### src/rtl/aub_pkg.sv
// aub_pkg: widths, register indexes and the pipeline word type shared by
// the alpha unblend front stage, divider cells and top level
// depends on nothing
package aub_pkg;

  localparam int PIX_W  = 8;
  localparam int NUM_CH = 3;
  localparam int REM_W  = 2 * PIX_W;
  // one extra quotient bit flags a quotient above the byte range
  localparam int Q_W    = PIX_W + 1;
  localparam int IDX_W  = 2;

  localparam logic [PIX_W-1:0] PIX_MAX = {PIX_W{1'b1}};

  typedef enum logic [IDX_W-1:0] {
    REG_BG_RED   = 2'd0,
    REG_BG_GREEN = 2'd1,
    REG_BG_BLUE  = 2'd2
  } aub_reg_t;

  typedef logic [NUM_CH-1:0][PIX_W-1:0] aub_rgb_t;

  typedef struct packed {
    logic [PIX_W-1:0]             alpha;
    logic [PIX_W-1:0]             den;
    logic [NUM_CH-1:0][REM_W-1:0] rem;
    logic [NUM_CH-1:0][Q_W-1:0]   q;
  } aub_stage_t;

endpackage

### src/rtl/aub_if.sv
// aub_in_if / aub_out_if: valid-ready pixel channels of the unblend block
// depends on nothing
interface aub_in_if;
  logic       valid;
  logic       ready;
  logic [7:0] alpha;
  logic [7:0] red;
  logic [7:0] green;
  logic [7:0] blue;

  modport source (output valid, alpha, red, green, blue, input ready);
  modport sink   (input valid, alpha, red, green, blue, output ready);
endinterface

interface aub_out_if;
  logic       valid;
  logic       ready;
  logic [7:0] alpha_out;
  logic [7:0] red_out;
  logic [7:0] green_out;
  logic [7:0] blue_out;

  modport source (output valid, alpha_out, red_out, green_out, blue_out, input ready);
  modport sink   (input valid, alpha_out, red_out, green_out, blue_out, output ready);
endinterface

### src/rtl/alpha_unblend_from_background.sv
// alpha_unblend_from_background: top level, config registers, front stage,
// row of divider cells and output register
// depends on aub_pkg, aub_if, aub_front, aub_div_cell
//
//   channel   dir  handshake            word
//   in_pix    in   valid/ready          alpha, red, green, blue
//   out_pix   out  valid/ready          alpha_out, red_out, green_out, blue_out
//   cfg_*     in   write enable only    index 0..2, 8-bit background component
//
// one word per cycle sustained unless the receiver stalls; one set-up stage, nine
// divider cells (one quotient bit each, top bit flags saturation), one
// output register. the whole row advances together; when the output word
// is held by out_pix.ready low, every stage holds and in_pix.ready drops.
// synchronous reset clears the valid bits and the background to zero.
module alpha_unblend_from_background
  import aub_pkg::*;
(
  input  logic             clk,
  input  logic             rst_n,
  aub_in_if.sink           in_pix,
  aub_out_if.source        out_pix,
  input  logic             cfg_we,
  input  logic [IDX_W-1:0] cfg_idx,
  input  logic [PIX_W-1:0] cfg_wdata
);

  aub_rgb_t   bg_r;
  aub_rgb_t   color;
  logic       adv;
  logic       out_vld_r;
  logic [PIX_W-1:0] alpha_out_r;
  aub_rgb_t   rgb_out_r;
  aub_rgb_t   rgb_out_nxt;

  aub_stage_t chain [0:Q_W];
  logic       chain_vld [0:Q_W];

  always_ff @(posedge clk) begin
    if (!rst_n) begin
      bg_r <= '0;
    end else if (cfg_we) begin
      case (aub_reg_t'(cfg_idx))
        REG_BG_RED:   bg_r[0] <= cfg_wdata;
        REG_BG_GREEN: bg_r[1] <= cfg_wdata;
        REG_BG_BLUE:  bg_r[2] <= cfg_wdata;
        default: ;
      endcase
    end
  end

  assign adv          = !out_vld_r || out_pix.ready;
  assign in_pix.ready = adv;
  assign color        = {in_pix.blue, in_pix.green, in_pix.red};

  aub_front u_front (
    .clk       (clk),
    .rst_n     (rst_n),
    .adv       (adv),
    .vld_in    (in_pix.valid),
    .alpha     (in_pix.alpha),
    .color     (color),
    .bg        (bg_r),
    .vld_out   (chain_vld[0]),
    .stage_out (chain[0])
  );

  for (genvar k = 0; k < Q_W; k++) begin : g_cell
    aub_div_cell #(
      .SHIFT (Q_W - 1 - k)
    ) u_cell (
      .clk       (clk),
      .rst_n     (rst_n),
      .adv       (adv),
      .vld_in    (chain_vld[k]),
      .stage_in  (chain[k]),
      .vld_out   (chain_vld[k+1]),
      .stage_out (chain[k+1])
    );
  end

  // top quotient bit set means the quotient left the byte range
  always_comb begin
    for (int i = 0; i < NUM_CH; i++) begin
      rgb_out_nxt[i] = chain[Q_W].q[i][Q_W-1] ? PIX_MAX : chain[Q_W].q[i][PIX_W-1:0];
    end
  end

  always_ff @(posedge clk) begin
    if (!rst_n) begin
      out_vld_r <= 1'b0;
    end else if (adv) begin
      out_vld_r <= chain_vld[Q_W];
    end
  end

  always_ff @(posedge clk) begin
    if (adv) begin
      alpha_out_r <= chain[Q_W].alpha;
      rgb_out_r   <= rgb_out_nxt;
    end
  end

  assign out_pix.valid     = out_vld_r;
  assign out_pix.alpha_out = alpha_out_r;
  assign out_pix.red_out   = rgb_out_r[0];
  assign out_pix.green_out = rgb_out_r[1];
  assign out_pix.blue_out  = rgb_out_r[2];

endmodule

### src/rtl/aub_front.sv
// aub_front: numerator and divisor set-up stage of the unblend pipeline
// depends on aub_pkg
module aub_front
  import aub_pkg::*;
(
  input  logic             clk,
  input  logic             rst_n,
  input  logic             adv,
  input  logic             vld_in,
  input  logic [PIX_W-1:0] alpha,
  input  aub_rgb_t         color,
  input  aub_rgb_t         bg,
  output logic             vld_out,
  output aub_stage_t       stage_out
);

  aub_stage_t stage_nxt, stage_r;
  logic       vld_r;

  always_comb begin
    logic [PIX_W-1:0] inv_a;
    logic [REM_W-1:0] c255;
    logic [REM_W-1:0] prod;
    inv_a = PIX_MAX - alpha;
    stage_nxt = '0;
    stage_nxt.alpha = alpha;
    // zero alpha divides the channel by one, so it passes unchanged
    stage_nxt.den = (alpha == '0) ? PIX_W'(1) : alpha;
    for (int i = 0; i < NUM_CH; i++) begin
      c255 = {color[i], {PIX_W{1'b0}}} - {{PIX_W{1'b0}}, color[i]};
      prod = REM_W'(bg[i]) * REM_W'(inv_a);
      if (alpha == '0) begin
        stage_nxt.rem[i] = REM_W'(color[i]);
      end else if (c255 > prod) begin
        stage_nxt.rem[i] = c255 - prod;
      end else begin
        // numerator at or below zero saturates to zero
        stage_nxt.rem[i] = '0;
      end
    end
  end

  always_ff @(posedge clk) begin
    if (!rst_n) begin
      vld_r <= 1'b0;
    end else if (adv) begin
      vld_r <= vld_in;
    end
  end

  always_ff @(posedge clk) begin
    if (adv) begin
      stage_r <= stage_nxt;
    end
  end

  assign vld_out   = vld_r;
  assign stage_out = stage_r;

endmodule

### src/rtl/aub_div_cell.sv
// aub_div_cell: one restoring-division cell, settles one quotient bit of
// all three channels and hands the word to the next cell
// depends on aub_pkg
module aub_div_cell
  import aub_pkg::*;
#(
  parameter int SHIFT = 0
) (
  input  logic       clk,
  input  logic       rst_n,
  input  logic       adv,
  input  logic       vld_in,
  input  aub_stage_t stage_in,
  output logic       vld_out,
  output aub_stage_t stage_out
);

  aub_stage_t stage_nxt, stage_r;
  logic       vld_r;
  logic [REM_W-1:0] dshift;

  assign dshift = REM_W'(stage_in.den) << SHIFT;

  always_comb begin
    logic take;
    stage_nxt = stage_in;
    for (int i = 0; i < NUM_CH; i++) begin
      take = (stage_in.rem[i] >= dshift);
      if (take) begin
        stage_nxt.rem[i] = stage_in.rem[i] - dshift;
      end
      stage_nxt.q[i] = {stage_in.q[i][Q_W-2:0], take};
    end
  end

  always_ff @(posedge clk) begin
    if (!rst_n) begin
      vld_r <= 1'b0;
    end else if (adv) begin
      vld_r <= vld_in;
    end
  end

  always_ff @(posedge clk) begin
    if (adv) begin
      stage_r <= stage_nxt;
    end
  end

  assign vld_out   = vld_r;
  assign stage_out = stage_r;

endmodule

### src/flat_wrapper.sv
// flat-port wrapper written by rule: the top's interface ports become plain ports
module alpha_unblend_from_background_flat import aub_pkg::*;
  (clk, rst_n, cfg_we, cfg_idx, cfg_wdata, in_pix_valid, in_pix_alpha, in_pix_red, in_pix_green, in_pix_blue, in_pix_ready, out_pix_valid, out_pix_alpha_out, out_pix_red_out, out_pix_green_out, out_pix_blue_out, out_pix_ready);
  aub_in_if in_pix_i ();
  aub_out_if out_pix_i ();
  input  logic clk;
  input  logic rst_n;
  input  logic cfg_we;
  input  logic [IDX_W-1:0] cfg_idx;
  input  logic [PIX_W-1:0] cfg_wdata;
  input wire logic [$bits(in_pix_i.valid)-1:0] in_pix_valid;
  input wire logic [$bits(in_pix_i.alpha)-1:0] in_pix_alpha;
  input wire logic [$bits(in_pix_i.red)-1:0] in_pix_red;
  input wire logic [$bits(in_pix_i.green)-1:0] in_pix_green;
  input wire logic [$bits(in_pix_i.blue)-1:0] in_pix_blue;
  output wire logic [$bits(in_pix_i.ready)-1:0] in_pix_ready;
  output wire logic [$bits(out_pix_i.valid)-1:0] out_pix_valid;
  output wire logic [$bits(out_pix_i.alpha_out)-1:0] out_pix_alpha_out;
  output wire logic [$bits(out_pix_i.red_out)-1:0] out_pix_red_out;
  output wire logic [$bits(out_pix_i.green_out)-1:0] out_pix_green_out;
  output wire logic [$bits(out_pix_i.blue_out)-1:0] out_pix_blue_out;
  input wire logic [$bits(out_pix_i.ready)-1:0] out_pix_ready;
  assign in_pix_i.valid = in_pix_valid;
  assign in_pix_i.alpha = in_pix_alpha;
  assign in_pix_i.red = in_pix_red;
  assign in_pix_i.green = in_pix_green;
  assign in_pix_i.blue = in_pix_blue;
  assign in_pix_ready = in_pix_i.ready;
  assign out_pix_valid = out_pix_i.valid;
  assign out_pix_alpha_out = out_pix_i.alpha_out;
  assign out_pix_red_out = out_pix_i.red_out;
  assign out_pix_green_out = out_pix_i.green_out;
  assign out_pix_blue_out = out_pix_i.blue_out;
  assign out_pix_i.ready = out_pix_ready;
  alpha_unblend_from_background u_core (.clk(clk), .rst_n(rst_n), .in_pix(in_pix_i), .out_pix(out_pix_i), .cfg_we(cfg_we), .cfg_idx(cfg_idx), .cfg_wdata(cfg_wdata));
endmodule
### config.mk
export PLATFORM = sky130hd
export DESIGN_NAME = alpha_unblend_from_background_flat
export DESIGN_NICKNAME = d
export VERILOG_FILES = /design/src/rtl/aub_pkg.sv /design/src/rtl/aub_if.sv /design/src/rtl/alpha_unblend_from_background.sv /design/src/rtl/aub_front.sv /design/src/rtl/aub_div_cell.sv /design/src/flat_wrapper.sv
export SDC_FILE = /design/constraint.sdc
export NUM_CORES = 2
export LEC_CHECK = 0
export BUFFER_PORTS_ARGS = -buffer_cell sky130_fd_sc_hd__clkbuf_2
export CAP_MARGIN = 0
export CORE_MARGIN = 2
export CORE_UTILIZATION = 55
export DETAILED_ROUTE_END_ITERATION = 12
export HOLD_SLACK_MARGIN = 0.02
export PLACE_DENSITY = 0.71
export SYNTH_ARGS = -nofsm -noshare
export SYNTH_HDL_FRONTEND = slang
export SYNTH_SLANG_ARGS = --single-unit
### constraint.sdc
create_clock -name clk -period 33.7 [get_ports clk]
set_input_delay 5.055 -clock clk [delete_from_list [all_inputs] [get_ports clk]]
set_output_delay 5.055 -clock clk [all_outputs]
set_load 0.1 [all_outputs]
======== Word-level counts from Yosys, hierarchy flattened ========
Cells that the tools add are included.
storage, ports and cells
  register bits ........................... 786
  bits in latches ......................... 0
  memory bits (writable) .................. 0
  bits in read-only memories .............. 0
  bits of input ports ..................... 47
  logic and storage cells ................. 203
  memories ................................ 0
operators by class
  $add $sub $neg .......................... 31
  multipliers ............................. 3
  div/mod/pow operators ................... 0
  $lt $le $gt $ge ......................... 30
  equality and inequality tests ........... 2
  shift-type cells ........................ 0
  multiplexer cells ....................... 30
  bitwise operators ....................... 3
  reduce and logical (&&, ||, !) cells .... 10
operators with widths
  kind                   number
  $mux W16               24
  $sub A16 B16 Y16       6
  $ge A16 B10 Y1         3
  $ge A16 B11 Y1         3
  $ge A16 B12 Y1         3
  $ge A16 B13 Y1         3
  $ge A16 B14 Y1         3
  $ge A16 B15 Y1         3
  $ge A16 B16 Y1         3
  $ge A16 B8 Y1          3
  $ge A16 B9 Y1          3
  $gt A16 B16 Y1         3
  $mul A8 B8 Y16         3
  $mux W8                6
  $sub A16 B10 Y16       3
  $sub A16 B11 Y16       3
  $sub A16 B12 Y16       3
  $sub A16 B13 Y16       3
  $sub A16 B14 Y16       3
  $sub A16 B15 Y16       3
  $sub A16 B8 Y16        3
  $sub A16 B9 Y16        3
  $logic_not A8 Y1       1
  $sub A8 B8 Y8 const A  1
  8 further kinds        14

======== Logic depth before layout (Yosys ltp) ========
  word-level depth ........................ 5
  mapped depth ............................ 25
  mapped depth without buffers ............ 24

======== By module ========
From an unflattened synthesis, not the netlist that was laid out.
second synthesis, totals
  cell total of the unflattened synthesis .. 4471
  area total of the unflattened synthesis .. 54269.5 um^2
by module, submodules not included
  module                                  times used  cells an instance  area an instance (um^2)  seq. area each (um^2)
  aub_front                               1           1338               11972.7                  1941.9
  aub_div_cell (u_core.g_cell[6].u_cell)  1           371                4677.0                   2752.6
  aub_div_cell (u_core.g_cell[8].u_cell)  1           349                4626.9                   2752.6
  aub_div_cell (u_core.g_cell[7].u_cell)  1           363                4600.7                   2752.6
  aub_div_cell (u_core.g_cell[4].u_cell)  1           345                4533.1                   2752.6
  aub_div_cell (u_core.g_cell[2].u_cell)  1           316                4471.8                   2752.6
  aub_div_cell (u_core.g_cell[3].u_cell)  1           327                4383.0                   2752.6
  aub_div_cell (u_core.g_cell[5].u_cell)  1           333                4370.4                   2752.6
  aub_div_cell (u_core.g_cell[1].u_cell)  1           297                4355.4                   2752.6
  aub_div_cell (u_core.g_cell[0].u_cell)  1           282                4222.8                   2752.6
  alpha_unblend_from_background           1           150                2055.7                   1461.4

======== Least setup slack after synthesis ========
No wires, ideal clock.
  path kind ............................... input port to output port
  start ................................... in out_pix_ready
  end ..................................... out in_pix_ready
  arrival ................................. 26.422 ns
  slack ................................... 2.223 ns
  stages .................................. 3
  path buffers ............................ 1
  path through ............................ nor2b_1 -> inv_1 -> clkbuf_1
between the ends
  word-level cells in the longest chain between the ends .. 1
ends and longest elaborated chain
  what                RTL line                             text
  start, declared     flat_wrapper.sv:22                   input wire logic [$bits(out_pix_i.ready)-1:0] out_pix_ready;
  $logic_or A1 B1 Y1  alpha_unblend_from_background.sv:51  assign adv = !out_vld_r || out_pix.ready;
  end, declared       flat_wrapper.sv:16                   output wire logic [$bits(in_pix_i.ready)-1:0] in_pix_ready;
No other way between the ends.

======== Final worst setup path ========
Ends and elaborated chain as after synthesis.

==> summary.txt <==
Status
  • Status: finished clean

Power and ir drop
  • Pwr per Cell Area: between 70 and 80 nW/µm²
  • Maximum vdd ir drop: 0.06282 mV
  • Leak: 21.25 nW
  • Power Total: 0.004003 W

Worst setup path
  • CP max-delay cell: nor2b_1
  • Data required, critical path: between 20 and 30 ns
  • Critical Path Sink Type: primary output
  • Cells along the critical path: clkbuf_2 -> nor2b_1 -> inv_8 -> clkbuf_2
  • Top cell by count, worst path: clkbuf_2
  • Crit path max fanout: 36
  • Worst setup SP type: primary input
  • CP Class: in2out
  • Critical path arrival: 6.78 ns
  • Crit path largest cell delay: 0.79 ns

Layout
  • Register Area: between 20000 and 25000 µm²
  • Final Instance Area: 51390 µm²
  • Share of cells above drive strength 1: 0.07257
  • Multi-input gate area: between 20000 and 25000 µm²
  • Non-Filler Instances: roughly 5400
  • Filler cell count in the final layout: 6901
  • Post-route core utilization: 0.6055
  • Area Overhead vs Synth: 9.513%
  • Post-layout nets: about 4700

Floorplan
  • # rows: 107
  • Starting density of the core: 0.5529
  • Die Wd: 296.1 µm
  • Num ports: 81
  • Die area: between 80000 and 90000 µm²
  • Core area: 84880 µm²
  • Die Ht: approximately 300 µm

Timing
  • Fin crit period: approximately 12 ns
  • Final hold vios: 0
  • Final-report setup violation count: 0
  • Slew Limit Headroom: 0.2421
  • Peak Freq: 0.08451 GHz
  • Worst clock skew: 0.06997 ns
  • Setup TNS: 0 ns
  • Slew @ Worst Pin: 1.132 ns
  • RSZ-0062 raised after global routing: false
  • Slew Limit Fails: 0
  • Crit share post-route: 0.3511

GRT
  • Gr ovfl total: 0
  • Largest net degree at the start of global routing: around 150
  • Via count of the first global-routing pass: slightly below 30000
  • GRT Total Usage: 0.2207
  • First-pass GRT wire length: ~150000 µm
  • Initial antenna violation count: 2

Logic synthesis
  • Synth Flop Type: edfxtp_1
  • Yosys warning count: 0
  • Synthesized area: 46930 µm²
  • Seq/Total Area, Yosys: 0.4955
  • Ys async rst share: 0
  • Synth Register Bits: ~790
  • EDFF count, synth: 751
  • Cell count after synthesis: 4069
  • Synthesized net count: roughly 4600
  • Post-synthesis cell type count: slightly above 90
  • Synth Area per Inst: between 10 and 15 µm²

Drt
  • DRC: 0
  • First drt pass iteration count: 5
  • Met2 wire length: 48490 µm
  • Routed WL: 94820 µm
  • Drt wl/cell: 17.60 µm
  • Final ANT Viol Nets: 0
  • Iteration-0 DRC Markers: 1846
  • Met3 wire len: 3364 µm
  • Via count: around 30000
  • Vias per cell: between 5 and 6
  • Uppermost routed layer: met4
  • M1 WL: 39230 µm

CTS
  • Cts bufs inserted: 85
  • CTS resizes: 0
  • Worst-path clk slew: 0.06 ns
  • CTS Hold Bufs: 0
  • # clock sinks: 786
  • Skew-Pair Late Insertion Delay: 0.69 ns
  • Clk root buf: clkbuf_16
  • CTS tree: built
  • Post-CTS Setup Inserts: 0
  • Deepest clock path buffer count: 3
  • H-Tree Depth: 3

Placed design
  • GPL Wtd Cong: 0.9070
  • Inst Count DP: around 5200
  • Port buffer count: 80
  • DP Area: between 40000 and 50000 µm²
  • DP Wirelength: 71860 µm

Run
  • Max Cap Viol: 0

Worst hold path
  • Hold Crit Class: reg2reg
layout by cell type (no fill, tap or decap), types with 26 or more instances in the layout:
cell type    n
a211oi_1    26
a21o_1      65
a21oi_1    196
a31oi_1     26
clkbuf_16   85
clkbuf_2    80
dfxtp_1     35
edfxtp_1   751
fa_1       135
ha_1       378
inv_1      340
mux2_1      32
mux2_2      28
mux2i_1     61
nand2_1    232
nand2b_1    98
nand3_1     49
nor2_1     254
nor2b_1    252
nor3_1      85
nor4_1      39
o21a_1      37
o21ai_0    161
o21ai_1     96
or2_2       33
or3_1       27
xnor2_1    127
xor2_1     122
per-layer routing:
layer  track usage  vias up
met2        0.4015      580
met5             0        -
met1        0.2637    14357
li1              -    14876
met4       0.09066        0
met3       0.02758      208
critical path, delay by kind of cell:
kind / cells / cell delay, ns
AND/OR/NAND/NOR: 1 / 0.79
buffers and inverters: 3 / 0.86
worst paths after layout:
check	cells past startpoint	start	endpoint	slack [ns]
worst max-delay path	4	out_pix_ready	in_pix_ready	21.87
worst min-delay path	0	u_core.g_cell[1].u_cell.stage_out[19]	u_core.g_cell[2].u_cell.stage_out[20]	0.38
worst max register to register	23	u_core.bg_r[13]	u_core.u_front.stage_out[58]	27.21
worst min register to register	0	u_core.g_cell[1].u_cell.stage_out[19]	u_core.g_cell[2].u_cell.stage_out[20]	0.38
logic make-up (layout without fill, tap and decap cells):
| kind of cell | after synthesis | in the layout | share of synthesized area |
|---|---|---|---|
| adders and majority gates | 513 | 513 | 0.1584 |
| other | 0 | 1 | 0 |
| xor gates and xnor gates | 249 | 249 | 0.04647 |
| muxes | 121 | 121 | 0.02741 |
| AOI/OAI and AO/OA | 783 | 783 | 0.1038 |
| and+or+nand+nor | 1195 | 1195 | 0.1339 |
| buffers and inverters | 422 | 597 | 0.03453 |
| DFF | 786 | 786 | 0.4955 |
power by group:
group | switching, W | internal (W)
Clock | 0.000391 | 0.000524
Combinational | 0.000794 | 0.000617
Sequential | 0.000185 | 0.00149
synth_stat cells (all sizes together), types with 11 or more instances:
master | n | area share
or2 | 37 | 0.0049
a21oi | 199 | 0.021
xnor2 | 127 | 0.024
inv | 349 | 0.028
edfxtp | 751 | 0.48
and2 | 11 | 0.0015
or3 | 27 | 0.0036
a31oi | 26 | 0.0035
o31ai | 21 | 0.0037
mux2 | 60 | 0.014
fa | 135 | 0.058
nand3 | 52 | 0.0059
dfxtp | 35 | 0.015
nand2b | 98 | 0.013
nor3 | 87 | 0.0096
ha | 378 | 0.10
and3 | 16 | 0.0021
a21o | 65 | 0.010
a21boi | 36 | 0.0058
clkbuf | 59 | 0.0047
o21a | 37 | 0.0059
nor2b | 252 | 0.034
nand2 | 232 | 0.019
or4 | 15 | 0.0026
nor4 | 40 | 0.0057
xor2 | 122 | 0.023
a211oi | 26 | 0.0042
buf | 13 | 0.0018
o21ai | 258 | 0.028
nor4b | 15 | 0.0028
nor2 | 255 | 0.020
o211ai | 17 | 0.0027
o41ai | 11 | 0.0021
nand4 | 24 | 0.0032
mux2i | 61 | 0.013
o21bai | 14 | 0.0022
area by class of cell:
| class | count | share of cell area |
|---|---|---|
| antenna | 1 | 0.00004869 |
| clock buffer | 99 | 0.04241 |
| clock inverter | 55 | 0.01208 |
| inverter | 350 | 0.02571 |
| multi-input combinational | 2861 | 0.4293 |
| sequential | 786 | 0.4524 |
| tap | 1144 | 0.02785 |
| timing repair buffer | 93 | 0.01018 |
registers in the layout, indices dropped and copies added (netlist names), 8 cells and up:
register / flops
u_core.g_cell.u_cell.stage_out: 655
u_core.u_front.stage_out: 64
u_core.bg_r: 24
u_core.g_cell.u_cell.vld_out: 9
u_core.out_pix.alpha_out: 8
u_core.out_pix.blue_out: 8
u_core.out_pix.green_out: 8
u_core.out_pix.red_out: 8
metrics by stage:
| step | hold WS (ns) | setup WS, ns |
|---|---|---|
| 6_report | 0.3824 | 21.87 |
| 3_5_place_dp | 0.4045 | 21.86 |
| 4_1_cts | 0.3779 | 21.87 |
| 2_1_floorplan | 0.4003 | 2.223 |
| 3_3_place_gp | 0.4003 | 21.88 |
| 5_1_grt | 0.4025 | 21.73 |
Note: power is estimated with default switching activity, not from simulation.
